===== src/rtl/raid_pkg.sv =====
// Shared types and constants for the RAID-4 XOR parity engine.
package raid_pkg;

    localparam int BYTE_W   = 8;
    localparam int LANE_CAP = 7;
    localparam int LANE_W   = 3;
    localparam int BLK_W    = 13;
    localparam int CNT_W    = 12;
    localparam int IDX_W    = 11;

    localparam int DEF_MAX_HOSTS = 8;
    localparam int DEF_MAX_BLOCK = 4096;

    // Configuration register indexes
    localparam logic REG_STRIPES = 1'b0;
    localparam logic REG_BLOCK   = 1'b1;

    typedef enum logic [1:0] {
        MODE_GEN    = 2'd0,
        MODE_CHECK  = 2'd1,
        MODE_REPAIR = 2'd2
    } mode_t;

    // Block geometry derived from the configuration
    typedef struct packed {
        logic [CNT_W-1:0]  last_idx;
        logic [CNT_W-1:0]  full_cols;
        logic [LANE_W-1:0] rem;
    } geom_t;

    // Per-column result from the merge stage
    typedef struct packed {
        logic [BYTE_W-1:0] out_byte;
        logic              out_valid;
        logic              mismatch;
    } col_res_t;

endpackage


===== src/rtl/raid4_xor_parity_engine.sv =====
// An accepted input item's result is on the output register in the cycle after it is accepted.
// Throughput: one item per cycle unless the output stalls or input is held off; each lane
// and the merge stage work in the accept cycle. After reset and after each configuration write,
// input is held off while the bit-serial divider derives column count and short-column width.
// Reset: rst_n clears the column counter, fault flag and output valid; config returns to 2/4096.
module raid4_xor_parity_engine
#(
    parameter int MAX_HOSTS_P     = raid_pkg::DEF_MAX_HOSTS,
    parameter int MAX_BLOCK_BYTES = raid_pkg::DEF_MAX_BLOCK
)
(
    input  logic        clk,
    input  logic        rst_n,
    // config port
    input  logic        cfg_we,
    input  logic        cfg_addr,
    input  logic [12:0] cfg_wdata,
    // input items
    input  logic        s_tvalid,
    output logic        s_tready,
    input  logic [63:0] s_tdata,   // data_lanes[55:0], parity_in[63:56]
    input  logic [4:0]  s_tuser,   // mode[1:0], missing_stripe[4:2]
    // result items
    output logic        m_tvalid,
    input  logic        m_tready,
    output logic [23:0] m_tdata,   // out_byte[7:0], column_index[18:8], zero[23:19]
    output logic [2:0]  m_tuser,   // out_valid[0], column_mismatch[1], fault_seen[2]
    output logic        m_tlast    // last_column
);
    import raid_pkg::*;

    localparam int HOSTS_HI  = (MAX_HOSTS_P - 1 > LANE_CAP) ? LANE_CAP : MAX_HOSTS_P - 1;
    localparam int NUM_LANES = (HOSTS_HI < 2) ? 2 : HOSTS_HI;
    localparam int BLK_MAX   = (1 << BLK_W) - 1;
    localparam int BLK_HI    = (MAX_BLOCK_BYTES > BLK_MAX) ? BLK_MAX : MAX_BLOCK_BYTES;

    localparam logic [LANE_W-1:0] S_HI = LANE_W'(NUM_LANES);
    localparam logic [LANE_W-1:0] S_LO = LANE_W'(2);
    localparam logic [BLK_W-1:0]  B_HI = BLK_W'(BLK_HI);
    localparam logic [BLK_W-1:0]  B_LO = BLK_W'(2);

    logic [LANE_W-1:0] stripes_reg;
    logic [BLK_W-1:0]  block_reg;
    logic              start_reg;
    logic [LANE_W-1:0] s_eff;
    logic [BLK_W-1:0]  b_eff;
    logic              div_busy;
    geom_t             geom;

    logic [CNT_W-1:0]  cnt_reg;
    logic [CNT_W-1:0]  cnt_next;
    logic              fault_reg;
    logic              fault_next;
    logic              fault_seen;

    logic              last_col;
    logic              short_col;
    logic [LANE_W-1:0] nlanes;
    logic              accept;
    mode_t             mode;
    logic [LANE_W-1:0] miss;
    col_res_t          res;

    logic [NUM_LANES-1:0][BYTE_W-1:0] lane_x;
    logic [NUM_LANES-1:0][BYTE_W-1:0] lane_xr;

    logic              ovalid_reg;
    logic [BYTE_W-1:0] obyte_reg;
    logic              oflag_reg;
    logic              omism_reg;
    logic              ofault_reg;
    logic [IDX_W-1:0]  oidx_reg;
    logic              olast_reg;

    // Configuration registers; any write restarts the geometry divider
    always_ff @(posedge clk or negedge rst_n)
    begin
        if (!rst_n)
        begin
            stripes_reg <= LANE_W'(2);
            block_reg   <= BLK_W'(DEF_MAX_BLOCK);
            start_reg   <= 1'b1;
        end
        else
        begin
            start_reg <= cfg_we;
            if (cfg_we)
            begin
                case (cfg_addr)
                    REG_STRIPES: stripes_reg <= cfg_wdata[LANE_W-1:0];
                    REG_BLOCK:   block_reg   <= cfg_wdata[BLK_W-1:0];
                    default:     stripes_reg <= stripes_reg;
                endcase
            end
        end
    end

    // Clamp configuration to the supported range
    always_comb
    begin
        s_eff = stripes_reg;
        if (s_eff < S_LO)
        begin
            s_eff = S_LO;
        end
        else if (s_eff > S_HI)
        begin
            s_eff = S_HI;
        end
        b_eff = block_reg;
        if (b_eff < B_LO)
        begin
            b_eff = B_LO;
        end
        else if (b_eff > B_HI)
        begin
            b_eff = B_HI;
        end
    end

    raid_div u_div
    (
        .clk      (clk),
        .rst_n    (rst_n),
        .start    (start_reg),
        .dividend (b_eff),
        .divisor  (s_eff),
        .busy     (div_busy),
        .geom     (geom)
    );

    // Handshake: take an item when the output register frees up and the divider is neither starting nor busy
    assign s_tready = !start_reg && !div_busy && (!ovalid_reg || m_tready);
    assign accept   = s_tvalid && s_tready;
    assign mode     = mode_t'(s_tuser[1:0]);
    assign miss     = s_tuser[4:2];

    // Column position within the block
    always_comb
    begin
        last_col  = (cnt_reg >= geom.last_idx);
        short_col = last_col && (geom.rem != '0) && (cnt_reg >= geom.full_cols);
        nlanes    = short_col ? geom.rem : s_eff;
    end

    // Lanes
    for (genvar j = 0; j < NUM_LANES; j++)
    begin : g_lane
        raid_lane #(.LANE_IDX(j)) u_lane
        (
            .lane_byte (s_tdata[BYTE_W*j +: BYTE_W]),
            .nlanes    (nlanes),
            .miss      (miss),
            .x_byte    (lane_x[j]),
            .xr_byte   (lane_xr[j])
        );
    end

    raid_merge #(.NUM_LANES(NUM_LANES)) u_merge
    (
        .lane_x  (lane_x),
        .lane_xr (lane_xr),
        .mode    (mode),
        .miss    (miss),
        .nlanes  (nlanes),
        .parity  (s_tdata[63:56]),
        .res     (res)
    );

    // Advance the counter; clear counter and fault after the last column
    always_comb
    begin
        fault_seen = fault_reg | res.mismatch;
        if (last_col)
        begin
            cnt_next   = '0;
            fault_next = 1'b0;
        end
        else
        begin
            cnt_next   = cnt_reg + 1'b1;
            fault_next = fault_seen;
        end
    end

    always_ff @(posedge clk or negedge rst_n)
    begin
        if (!rst_n)
        begin
            cnt_reg    <= '0;
            fault_reg  <= 1'b0;
            ovalid_reg <= 1'b0;
        end
        else
        begin
            if (accept)
            begin
                cnt_reg   <= cnt_next;
                fault_reg <= fault_next;
            end
            if (accept)
            begin
                ovalid_reg <= 1'b1;
            end
            else if (m_tready)
            begin
                ovalid_reg <= 1'b0;
            end
        end
    end

    // Output register
    always_ff @(posedge clk)
    begin
        if (accept)
        begin
            obyte_reg  <= res.out_byte;
            oflag_reg  <= res.out_valid;
            omism_reg  <= res.mismatch;
            ofault_reg <= fault_seen;
            oidx_reg   <= cnt_reg[IDX_W-1:0];
            olast_reg  <= last_col;
        end
    end

    assign m_tvalid = ovalid_reg;
    assign m_tdata  = {5'b0, oidx_reg, obyte_reg};
    assign m_tuser  = {ofault_reg, omism_reg, oflag_reg};
    assign m_tlast  = olast_reg;

endmodule


===== src/rtl/raid_div.sv =====
// Bit-serial divider that derives the block geometry from the configuration.
module raid_div
(
    input  logic                          clk,
    input  logic                          rst_n,
    input  logic                          start,
    input  logic [raid_pkg::BLK_W-1:0]    dividend,
    input  logic [raid_pkg::LANE_W-1:0]   divisor,
    output logic                          busy,
    output raid_pkg::geom_t               geom
);
    import raid_pkg::*;

    localparam int STEP_W = $clog2(BLK_W + 1);

    logic [BLK_W-1:0]  quo_reg;
    logic [BLK_W-1:0]  quo_next;
    logic [LANE_W-1:0] rem_reg;
    logic [LANE_W-1:0] rem_next;
    logic [LANE_W-1:0] dsr_reg;
    logic [STEP_W-1:0] step_reg;
    logic              run_reg;
    logic [LANE_W:0]   trial;
    logic [LANE_W:0]   diff;
    logic              ge;
    logic [CNT_W-1:0]  full_next;
    geom_t             geom_reg;

    // One quotient bit per cycle
    always_comb
    begin
        trial     = {rem_reg, quo_reg[BLK_W-1]};
        ge        = (trial >= {1'b0, dsr_reg});
        diff      = trial - {1'b0, dsr_reg};
        rem_next  = ge ? diff[LANE_W-1:0] : trial[LANE_W-1:0];
        quo_next  = {quo_reg[BLK_W-2:0], ge};
        full_next = quo_next[CNT_W-1:0];
    end

    // Sequencer
    always_ff @(posedge clk or negedge rst_n)
    begin
        if (!rst_n)
        begin
            run_reg  <= 1'b0;
            step_reg <= '0;
        end
        else if (start)
        begin
            run_reg  <= 1'b1;
            step_reg <= STEP_W'(BLK_W);
        end
        else if (run_reg)
        begin
            step_reg <= step_reg - 1'b1;
            if (step_reg == STEP_W'(1))
            begin
                run_reg <= 1'b0;
            end
        end
    end

    // Datapath and final geometry
    always_ff @(posedge clk)
    begin
        if (start)
        begin
            quo_reg <= dividend;
            rem_reg <= '0;
            dsr_reg <= divisor;
        end
        else if (run_reg)
        begin
            quo_reg <= quo_next;
            rem_reg <= rem_next;
            if (step_reg == STEP_W'(1))
            begin
                geom_reg.full_cols <= full_next;
                geom_reg.rem       <= rem_next;
                geom_reg.last_idx  <= (rem_next != '0) ? full_next : full_next - 1'b1;
            end
        end
    end

    assign busy = run_reg;
    assign geom = geom_reg;

endmodule


===== src/rtl/raid_lane.sv =====
// One byte lane: gates its stripe byte for the parity and repair sums.
module raid_lane
#(
    parameter int LANE_IDX = 0
)
(
    input  logic [raid_pkg::BYTE_W-1:0] lane_byte,
    input  logic [raid_pkg::LANE_W-1:0] nlanes,
    input  logic [raid_pkg::LANE_W-1:0] miss,
    output logic [raid_pkg::BYTE_W-1:0] x_byte,
    output logic [raid_pkg::BYTE_W-1:0] xr_byte
);
    import raid_pkg::*;

    localparam logic [LANE_W-1:0] IDX = LANE_W'(LANE_IDX);

    logic active;
    logic keep;

    // Drop lanes outside this column, and the lost lane for repair
    always_comb
    begin
        active  = (IDX < nlanes);
        keep    = active && (IDX != miss);
        x_byte  = active ? lane_byte : '0;
        xr_byte = keep ? lane_byte : '0;
    end

endmodule


===== src/rtl/raid_merge.sv =====
// Merge stage: folds the lane bytes and applies the column mode.
module raid_merge
#(
    parameter int NUM_LANES = 7
)
(
    input  logic [NUM_LANES-1:0][raid_pkg::BYTE_W-1:0] lane_x,
    input  logic [NUM_LANES-1:0][raid_pkg::BYTE_W-1:0] lane_xr,
    input  raid_pkg::mode_t                              mode,
    input  logic [raid_pkg::LANE_W-1:0]                 miss,
    input  logic [raid_pkg::LANE_W-1:0]                 nlanes,
    input  logic [raid_pkg::BYTE_W-1:0]                 parity,
    output raid_pkg::col_res_t                           res
);
    import raid_pkg::*;

    logic [BYTE_W-1:0] x_sum;
    logic [BYTE_W-1:0] xr_sum;

    // Fold the lanes
    always_comb
    begin
        x_sum  = '0;
        xr_sum = '0;
        for (int j = 0; j < NUM_LANES; j++)
        begin
            x_sum  = x_sum ^ lane_x[j];
            xr_sum = xr_sum ^ lane_xr[j];
        end
    end

    // Apply mode; an unknown mode generates
    always_comb
    begin
        res.out_byte  = x_sum;
        res.out_valid = 1'b1;
        res.mismatch  = 1'b0;
        case (mode)
            MODE_REPAIR:
            begin
                if (miss < nlanes)
                begin
                    res.out_byte = xr_sum ^ parity;
                end
                else
                begin
                    res.out_byte  = '0;
                    res.out_valid = 1'b0;
                end
            end
            MODE_CHECK:
            begin
                res.mismatch = (x_sum != parity);
            end
            default:
            begin
                res.out_byte = x_sum;
            end
        endcase
    end

endmodule


===== config.mk =====
export PLATFORM = sky130hd
export DESIGN_NAME = raid4_xor_parity_engine
export DESIGN_NICKNAME = d
export VERILOG_FILES = /design/src/rtl/raid_pkg.sv /design/src/rtl/raid4_xor_parity_engine.sv /design/src/rtl/raid_div.sv /design/src/rtl/raid_lane.sv /design/src/rtl/raid_merge.sv
export SDC_FILE = /design/constraint.sdc
export NUM_CORES = 1
export LEC_CHECK = 0
export BUFFER_PORTS_ARGS = -buffer_cell sky130_fd_sc_hd__clkbuf_2
export CAP_MARGIN = 10
export CORE_UTILIZATION = 45
export DETAILED_ROUTE_END_ITERATION = 12
export HOLD_SLACK_MARGIN = 0.03
export PLACE_DENSITY = 0.74
export SYNTH_ARGS = -nofsm -noshare
export SYNTH_HDL_FRONTEND = slang
export SYNTH_HIERARCHICAL = 1
export SYNTH_SLANG_ARGS = --single-unit

===== constraint.sdc =====
create_clock -name clk -period 5.9 [get_ports clk]
set_input_delay 1.18 -clock clk [delete_from_list [all_inputs] [get_ports clk]]
set_output_delay 1.18 -clock clk [all_outputs]
set_load 0.02 [all_outputs]

## Word-level counts from Yosys, hierarchy flattened

Index checks and enable logic that the tools add are counted.
Widths: inputs -> output; s select.

- Bits of input ports: 88
- Logic and storage cells: 125
- Bits in registers: 105
- Output and inout port bits: 30

- $lt $le $gt $ge: 15
- Reductions and logical operators: 24
- Bitwise logic cells: 16
- Add/sub/neg operators: 4
- Multiplexer cells: 36
- Eq/ne operators: 10

Operator list:

| kind | count |
|---|---|
| $mux 8 | 16 |
| $xor 8x8->8 | 13 |
| $mux 13 | 4 |
| $ge 12x12->1 | 2 |
| $mux 12 | 2 |
| $gt 13x13->1 const B | 1 |
| $lt 13x2->1 const B | 1 |
| $add 12x1->12 const B | 1 |
| $logic_and 1x1->1 | 12 |
| $mux 3 | 4 |
| $sub 12x1->12 const B | 1 |
| $lt 3x3->1 const A | 3 |
| $ne 3x3->1 const A | 3 |
| $reduce_bool 3->1 | 3 |
| $mux 1 | 8 |
| $mux 4 | 2 |
| $ne 8x8->1 | 1 |
| $lt 1x3->1 const A | 2 |
| $lt 2x3->1 const A | 2 |
| $ne 2x3->1 const A | 2 |
| $eq 4x1->1 const B | 1 |
| $ge 4x3->1 | 1 |
| $reduce_and 2->1 | 2 |
| $reduce_bool 2->1 | 2 |
| other kinds (13) | 16 |

## Longest topological paths before layout

Gate-level depths: netlist of the first run.

- Depth after elaboration: 16
- Gate-level depth with buffers: 19
- Gate-level depth less buffers: 18

## Hierarchy

The synthesis of the first run kept the hierarchy.

Modules (own cells, without submodules):

| module | cells each | sequential area each (um^2) | times used | area an instance (um^2) |
|---|---|---|---|---|
| raid4_xor_parity_engine | 247 | 1470.2 | 1 | 2824.0 |
| raid_div | 162 | 1476.4 | 1 | 2273.4 |
| raid_merge | 119 | 0.0 | 1 | 1211.2 |
| raid_lane at g_lane[1].u_lane ... | 19 | 0.0 | 2 | 146.4 |
| raid_lane at g_lane[0].u_lane | 19 | 0.0 | 1 | 162.7 |
| raid_lane at g_lane[4].u_lane | 20 | 0.0 | 1 | 148.9 |
| raid_lane at g_lane[2].u_lane | 19 | 0.0 | 1 | 147.6 |
| raid_lane at g_lane[5].u_lane | 18 | 0.0 | 1 | 142.6 |
| raid_lane at g_lane[3].u_lane | 18 | 0.0 | 1 | 140.1 |

## Worst setup path after synthesis of the first run

No wires, ideal clock.

- Path type: register to register
- Start point: register cnt_reg[9]
- End point: register ofault_reg, data pin
- Buffers on the path: 0
- Clock period less this slack: 4.245 ns
- Stages on the path, launching flop included: 17
- Library setup time: 0.262 ns
- Data required time: 5.638 ns
- Setup slack: 1.655 ns
- Data arrival time: 3.983 ns
- Cell sequence: dfrtp_1 -> ha_1 -> a21o_1 -> a21o_1 -> a211o_1 -> a21oi_2 -> inv_2 -> o211ai_4 -> mux2_4 -> nor3_4 -> and2b_2 -> xnor3_1 -> xnor3_2 -> xnor2_1 -> nor4_1 -> a21oi_1 -> or2_2

RTL lines:

| what | line | RTL |
|---|---|---|
| start: declaration | raid4_xor_parity_engine.sv:50 | `logic [CNT_W-1:0] cnt_reg;` |
| start signal: assignment | raid4_xor_parity_engine.sv:198 | `cnt_reg <= cnt_next;` |
| end signal: assignment | raid4_xor_parity_engine.sv:220 | `ofault_reg <= fault_seen;` |
| end: declaration | raid4_xor_parity_engine.sv:71 | `logic ofault_reg;` |

==> run summary, run 1 <==
The run finished with clean final reports. The number of antenna diodes came out at 0. At the pin with the least slew margin, the transition time is about 1.0 ns.

The number of CTS-inserted buffers came out at 9. The via count of the first global-routing pass is 4941. The number of buffers inserted by post-CTS setup repair came out at 0. Setup repair after global routing left no endpoint under its margin. The total power of the final layout is around 2400 µW.

Using the TritonRoute via totals, the vias-per-cell ratio works out to between 5 and 6. Among the stages of the critical path, the cell type that occurs most often is sky130_fd_sc_hd__a21o_1. Pin placement for this block handled around 120 I/O pins. The routability congestion estimate from global placement came out at 0.817. The fraction of registers with async set or reset after synthesis is between 30% and 40%. The share of the Yosys chip area taken by registers is around 40%. Excluding fillers, the count of instances in the completed layout stands at around 1000.

The worst setup path is launched from a register. The post-route clock period utilization is approximately 90%. Relative to the synthesized area, the layout overhead comes to 13.6%. The relative slew slack is ~30%. The power density normalized to cell area is approximately 290 mW/mm². The vertical die dimension is between 100 and 150 µm. Counting both buffers and inverters, the worst setup path holds a total of 1. The clock period minus worst slack is slightly above 5 ns. The initial antenna violation count came out at 0.

The number of nets in the layout came out at roughly 900. Entering global routing, the biggest net connects 37 pins. For the worst setup path, the data required time is around 6 ns. The leakage dissipation came out at approximately 0.0037 µW. The share of Yosys cell area claimed by the top area cell type came out at a little over a quarter.

The count of flip-flops with a built-in enable after synthesis came out at 66. The max-cap check violation count is 0. The floorplan step defined a die boundary enclosing ~0.017 mm². The aggregate negative setup slack is 0 ns. The clock network latency to the later pin of the worst-skew pair is approximately 0.34 ns. The CTS tree is built. After floorplanning, the core was sized to cover between 0.015 and 0.02 mm². The multi-input gate area in the final layout came out at 0.00410 mm². The number of distinct library cells after synthesis is 73. The synthesized cell area is between 0.007 and 0.008 mm². The tightest min-delay check is of the reg2reg type. In this design, the stage delay of the slowest critical-path cell is between 0.5 and 0.6 ns. The endpoint kind of the worst setup timing path is a register.

Summing over every cut layer, the via total after detailed routing is a little over 5000. The filler cell count in the final layout came out at 1435. The most frequent standard cell in the layout excluding fill and tap cells is sky130_fd_sc_hd__clkbuf_2. The synthesized area per cell came out at between 10 and 15 µm². The slowest cell on the critical path is sky130_fd_sc_hd__nor3_4.

The total number of H-tree levels is 3. The starting DRC count in detailed routing came out at ~380. By area the synthesized netlist is led by sky130_fd_sc_hd__edfxtp_1 (27%), sky130_fd_sc_hd__dfrtp_1 (11%), sky130_fd_sc_hd__xnor2_1 (10%). The signal arrival time at the worst endpoint came out at 5.25 ns. The number of flip-flops under the largest register name came out at 27.

The clock tree root buffer cell is sky130_fd_sc_hd__clkbuf_16. The peak supply drop came out at about 0.16 mV. The overall die width came out at 130 µm. The number of hold violations in the final report came out at 0. In this run, post-CTS hold repair placed 0 buffers. For this run, the number of Yosys warnings is 6. The post-synthesis cell count came out at between 600 and 700. The flip-flop cell with the highest count after synthesis is sky130_fd_sc_hd__edfxtp_1.

Walking the worst path, the cells encountered are ha_1 -> a21o_1 -> a21o_1 -> a211o_1 -> a21oi_2 -> inv_2 -> o211ai_4 -> mux2_4 -> nor3_4 -> and2b_2 -> xnor3_1 -> xnor3_2 -> xnor2_1 -> nor4_1 -> a21oi_1 -> or2_2. The first detailed-routing pass took 5 iterations. Leaving out fill and tap cells, the most frequent cells in the layout are sky130_fd_sc_hd__clkbuf_2 (112), sky130_fd_sc_hd__xnor2_1 (86), sky130_fd_sc_hd__edfxtp_1 (66). The startpoint-to-endpoint class of the critical path is reg2reg. The wire length of the first global-routing pass is between 20 and 25 mm.

The remaining antenna violation count after routing came out at 0. Of the cells placed in the final design, the portion with a size suffix greater than 1 is between 20% and 30%. The placed wire-length estimate after detailed placement came out at between 10 and 15 mm. The residual DRC count is 0. The final max-slew violation count is 0. The number of placed cells counting well taps is a little under 1000. The all-layer global routing usage came out at a little under a fifth. The average wire per standard cell came out at ~15 µm. The area after detailed placement came out at approximately 0.0081 mm².

The post-detailed-routing wire length came out at around 15 mm. Broken down by cell family, the worst path's largest delay share belongs to simple AND/OR/NAND/NOR gates. Of all cell types, the one taking the most synthesized area is sky130_fd_sc_hd__edfxtp_1. Post-CTS repair changed the size of 0 cells.

Counting every sink on the clock net gives 105. The post-route standard cell area excluding fillers came out at around 0.0083 mm². The overall overflow remaining after global route is 0.

The total of endpoints with negative setup slack in the final report came out at 0. The highest attainable clock frequency is about 0.19 GHz. After clock tree synthesis, the clock-pin slew on the worst setup and hold paths is approximately 0.06 ns. The post-synthesis register bit count came out at around 110. The number of buffers on the longest clock path came out at 2. Input and output buffers added on the ports amount to ~110.

In this run the worst path has a maximum fanout of 30. The number of rows created at floorplan is between 40 and 50. Summing all flip-flop and latch instances after layout gives ~0.0029 mm².

The initial standard-cell utilization of the core is roughly 46%. On the final layout, the worst clock skew is around 0.0047 ns.
==> worst register-to-register path: cells and delay by family (launching register included) <==
| family | cells | cell delay [ns] |
|---|---|---|
| AO/OA/AOI/OAI | 6 | 1.20 |
| XOR/XNOR | 3 | 0.73 |
| adder cells (fa/ha/maj) | 1 | 0.31 |
| buffers and inverters | 1 | 0.13 |
| flip-flops | 1 | 0.43 |
| multiplexers | 1 | 0.47 |
| AND/OR/NAND/NOR | 4 | 1.65 |
==> cell type report <==
cell class / count / share of cell area [%]
Multi-Input combinational cell: 496 / 49.2
Sequential cell: 105 / 35.3
Timing Repair Buffer: 115 / 6.99
Tap cell: 216 / 3.24
Clock buffer: 13 / 3.00
Inverter: 40 / 1.80
Clock inverter: 3 / 0.495
==> cell usage after synthesis (8+ instances only) <==
| library cell | n |
|---|---|
| sky130_fd_sc_hd__xnor2_1 | 86 |
| sky130_fd_sc_hd__edfxtp_1 | 66 |
| sky130_fd_sc_hd__inv_1 | 37 |
| sky130_fd_sc_hd__dfrtp_1 | 33 |
| sky130_fd_sc_hd__ha_1 | 33 |
| sky130_fd_sc_hd__nor3b_1 | 32 |
| sky130_fd_sc_hd__nand2_1 | 27 |
| sky130_fd_sc_hd__nor2_1 | 26 |
| sky130_fd_sc_hd__nor2b_1 | 26 |
| sky130_fd_sc_hd__and3_1 | 22 |
| sky130_fd_sc_hd__mux2_2 | 16 |
| sky130_fd_sc_hd__nor2b_2 | 15 |
| sky130_fd_sc_hd__and2_1 | 13 |
| sky130_fd_sc_hd__a21oi_1 | 12 |
| sky130_fd_sc_hd__nand3_1 | 12 |
| sky130_fd_sc_hd__xnor3_1 | 12 |
| sky130_fd_sc_hd__xor2_1 | 12 |
| sky130_fd_sc_hd__mux2_1 | 11 |
| sky130_fd_sc_hd__o21ai_0 | 10 |
| sky130_fd_sc_hd__buf_4 | 9 |
| sky130_fd_sc_hd__nand2b_1 | 9 |
| sky130_fd_sc_hd__nor3_1 | 8 |
| sky130_fd_sc_hd__o22ai_1 | 8 |
==> report_power, final <==
part           total [µW]  internal (µW)  switching [µW]
logic                 877            445             432
clock network         583            340             243
registers             942            879            63.3
total                2400           1660             739
==> path summary, 6_finish.rpt <==
check	start	endpoint	slack, ns	depth (start not counted)
min	fault_reg	fault_reg	0.49	2
max reg2reg	cnt_reg[9]	ofault_reg	0.74	16
min in group asynchronous	rst_n	block_reg[9]	0.97	1
min reg2reg	fault_reg	fault_reg	0.49	2
max	cnt_reg[9]	ofault_reg	0.74	16
max in group asynchronous	rst_n	u_div/step_reg[1]	4.36	1
==> metal layers <==
layer / vias to the layer above / GRT usage [%] / routed length, µm
met5: - / 0 / 0
met4: 0 / 5.47 / 266
met3: 21 / 3.03 / 542
met2: 101 / 30.4 / 7110
met1: 2421 / 25.6 / 7170
li1: 2517 / - / -
==> cell families (layout without fill, tap and decap cells) <==
group / Yosys count / in the layout / share of synthesized area (%)
adders and majority gates: 34 / 34 / 5.90
other: 1 / 5 / 0.0511
muxes: 31 / 31 / 4.89
DFF: 105 / 105 / 40.1
and+or+nand+nor: 242 / 242 / 21.0
AOI/OAI and AO/OA: 70 / 70 / 7.11
buffers and inverters: 63 / 171 / 4.29
xor gates and xnor gates: 114 / 114 / 16.7
==> metrics by stage <==
stage	hold slack (ns)	setup WS, ns	util [%]
final	0.492	0.740	52.5
after global routing	0.536	0.468	52.5
after CTS	0.495	0.785	52.5
after detailed placement	0.479	0.801	50.7
after global placement	0.478	0.972	50.7
after floorplan	0.454	1.66	-
Power figures use the tool's default switching activity.
==> run 2, diff against run 1 <==
--- a/config.mk
+++ b/config.mk
@@ -5,7 +5,7 @@
 export SDC_FILE = /design/constraint.sdc
 export NUM_CORES = 1
 export LEC_CHECK = 0
-export BUFFER_PORTS_ARGS = -buffer_cell sky130_fd_sc_hd__clkbuf_2
+export BUFFER_PORTS_ARGS = -buffer_cell sky130_fd_sc_hd__buf_2
 export CAP_MARGIN = 10
 export CORE_UTILIZATION = 45
 export DETAILED_ROUTE_END_ITERATION = 12
==> run 2 against run 1 <==
Compared with the run above:
- worst hold slack better by 0.0046 ns
- clock skew increased by 0.0035 ns
- design area hardly changed
- sequential share of layout area barely moved
- non-clock buffer count down 1
- critical endpoint unchanged
==> run summary, run 2 (same netlist as run 1, synthesis figures left out) <==
Outcome: finished clean (unchanged). The number of flip-flops under the largest register name is 27 (unchanged). The area added between synthesis and finish is 13.7% (was 13.6%). The number of vias per cell came out at 5.10 (was 5.12).

The number of cells traversed by the worst register-to-register path came out at 16 (unchanged). The worst hold slack is 0.497 ns (was 0.492 ns). The worst setup slack after placement is 0.797 ns (was 0.801 ns). The number of buffers inserted by post-CTS setup repair is 0 (unchanged). The post-CTS resize count came out at 0 (unchanged). The overall die width was 130 µm (unchanged).

The via count of the first global-routing pass came out at 4834 (was 4941). The final max-slew violation count came out at 0 (unchanged). The remaining antenna violation count after routing is 0 (unchanged). The total length of routed met2 wires is 6.92 mm (was 7.11 mm). The post-route clock period utilization was 87.0% (was 87.5%). The endpoint kind of the worst setup timing path is a register (unchanged). The path category of the worst min-delay check is reg2reg (unchanged). The average wire per standard cell came out at 15.2 µm (was 15.3 µm).

The number of top-level pins is 118 (unchanged). The clock sink total came to 105 (unchanged). The all-layer global routing usage is 18.2% (was 18.6%). The element type at the critical path start is a register (unchanged). The initial standard-cell utilization of the core is 46.2% (unchanged). The slew of the pin with the lowest slew margin is 1.06 ns (was 1.04 ns). The power density normalized to cell area came out at 291 mW/mm² (was 288 mW/mm²).

The minimum setup slack among reg-to-reg paths came out at 0.77 ns (was 0.74 ns). RSZ-0062 raised after global routing: no (unchanged). The largest net degree at the start of global routing came out at 37 (unchanged).

The CTS tree is built (unchanged). The aggregate negative setup slack came out at 0 ns (unchanged). The number of rows created at floorplan came out at 46 (unchanged).

The number of antenna diodes is 0 (unchanged). The routability congestion estimate from global placement came out at 0.828 (was 0.817). The wire length of the first global-routing pass is 23.6 mm (was 24.3 mm). The worst-case hold path end point was fault_reg (unchanged). The met3 routed wirelength came out at 550 µm (was 542 µm).

The vertical die dimension is 130 µm (unchanged). The number of stages on the worst hold path came out at 2 (unchanged). The maximum net fanout on the critical path was 30 (unchanged).

The uppermost layer routed was met4 (unchanged). The total of endpoints with negative setup slack in the final report came out at 0 (unchanged). The most frequent standard cell in the layout excluding fill and tap cells was sky130_fd_sc_hd__buf_2 (was sky130_fd_sc_hd__clkbuf_2).

The length of routed wiring on met1 is 7.16 mm (was 7.17 mm). The placed wire-length estimate after detailed placement came out at 11.7 mm (was 11.8 mm). The max-cap check violation count came out at 0 (unchanged). The leakage dissipation is 0.00365 µW (was 0.00366 µW).

The overall overflow remaining after global route came out at 0 (unchanged). The number of port buffers is 112 (unchanged). The initial antenna violation count is 0 (unchanged).

The area enclosed by the die boundary came out at 0.0168 mm² (unchanged). The hold buffer count at CTS was 0 (unchanged). The number of buffers on the longest clock path is 2 (unchanged). The detailed-route via count is 5034 (was 5060). The starting DRC count in detailed routing came out at 284 (was 384). The total power of the final layout came out at 2430 µW (was 2400 µW). The fraction of final layout cells sized beyond drive strength 1 came out at 27.8% (was 27.5%). The signal arrival time at the worst endpoint came out at 5.23 ns (was 5.25 ns). The number of nets in the layout is 888 (was 889). The startpoint-to-endpoint class of the critical path was reg2reg (unchanged).

The placeable core region is 0.0159 mm² (unchanged). The number of placed cells counting well taps came out at 971 (was 972). The relative slew slack came out at 29.5% (was 30.4%). The required time of the critical path came to 6.00 ns (was 5.99 ns). The number of hold violations in the final report is 0 (unchanged).

The residual DRC count is 0 (unchanged). The highest attainable clock frequency came to 0.195 GHz (was 0.194 GHz). The post-detailed-routing wire length came out at 15.0 mm (was 15.1 mm). The worst clock skew is 0.00823 ns (was 0.00474 ns). The total number of H-tree levels is 3 (unchanged). The clock network latency to the later pin of the worst-skew pair came out at 0.35 ns (was 0.34 ns). The peak supply drop is 0.193 mV (was 0.158 mV). The clock period minus worst slack came out at 5.13 ns (was 5.16 ns). The setup slack after layout is 0.769 ns (was 0.740 ns). Leading cell types in the layout, fill and taps excluded: sky130_fd_sc_hd__buf_2 (112), sky130_fd_sc_hd__xnor2_1 (86), sky130_fd_sc_hd__edfxtp_1 (66) (was sky130_fd_sc_hd__clkbuf_2 (112), sky130_fd_sc_hd__xnor2_1 (86), sky130_fd_sc_hd__edfxtp_1 (66)). The number of CTS-inserted buffers came to 9 (unchanged).

The source of the worst hold timing path is fault_reg (unchanged). The critical register-to-register path startpoint is cnt_reg[9] (unchanged). The detailed-routing iteration count for the pre-antenna-repair pass came out at 4 (was 5). The endpoint of the lowest-slack register-to-register path is ofault_reg (unchanged).

The count of placed standard cells in the final layout, fillers left out is 987 (was 988). The clock tree root buffer cell was sky130_fd_sc_hd__clkbuf_16 (unchanged). The clock transition at the registers of the reported paths is 0.07 ns (was 0.06 ns).
## run 2: cell count changes in the layout (fill, tap and decap cells not counted), moves of 2 or more
cell / change
sky130_fd_sc_hd__clkinv_2: +3
sky130_fd_sc_hd__clkbuf_2: -112
sky130_fd_sc_hd__clkbuf_1: -2
sky130_fd_sc_hd__buf_2: +112
## run 2: worst max path at each step
stage,endpoint,slack (ns),cells past startpoint,from
after floorplan,ofault_reg,1.66,16,cnt_reg[9]
after global placement,ofault_reg,0.97,16,cnt_reg[9]
after detailed placement,ofault_reg,0.80,16,cnt_reg[9]
after CTS,ofault_reg,0.77,16,cnt_reg[9]
after global routing,ofault_reg,0.56,16,cnt_reg[9]
final,ofault_reg,0.77,16,cnt_reg[9]
## run 2: cell type report
cell class              instances  area (µm²)
repair buffers                114         576
multi-input cells             496        4100
inverters                      40         150
fillers                      1433        7540
clock buffers                  11         254
well taps                     216         270
clock inverters                 5        51.3
flip-flops and latches        105        2950
## run 2: power by group
group / internal, µW / switching, µW / leakage [µW]
logic: 443 / 433 / 0.00242
clock network: 353 / 258 / 0.000155
registers: 879 / 62.9 / 0.00108
total: 1670 / 754 / 0.00365
## run 2: per-layer routing
layer | vias to the layer above | global-route usage (%)
li1 | 2520 | -
met1 | 2386 | 25.0
met2 | 106 | 29.0
met3 | 22 | 3.53
met4 | 0 | 6.22
met5 | - | 0
## run 2: metrics by stage
step	util, %	area, µm²
global placement	50.6	8040
finish	52.6	8350
global route	52.6	8350
detailed placement	50.6	8040
floorplan	-	7360
CTS	52.6	8350
## run 2: worst max-delay path, stage by stage, from the launching register on
cell and delay (ns):
sky130_fd_sc_hd__dfrtp_1 0.43, sky130_fd_sc_hd__ha_1 0.32, sky130_fd_sc_hd__a21o_1 0.18, sky130_fd_sc_hd__a21o_1 0.17, sky130_fd_sc_hd__a211o_1 0.29, sky130_fd_sc_hd__a21oi_2 0.21
sky130_fd_sc_hd__inv_2 0.12, sky130_fd_sc_hd__o211ai_4 0.13, sky130_fd_sc_hd__mux2_4 0.47, sky130_fd_sc_hd__nor3_4 0.57, sky130_fd_sc_hd__and2b_2 0.30, sky130_fd_sc_hd__xnor3_1 0.33
sky130_fd_sc_hd__xnor3_2 0.25, sky130_fd_sc_hd__xnor2_1 0.14, sky130_fd_sc_hd__nor4_1 0.44, sky130_fd_sc_hd__a21oi_1 0.20, sky130_fd_sc_hd__or2_2 0.32
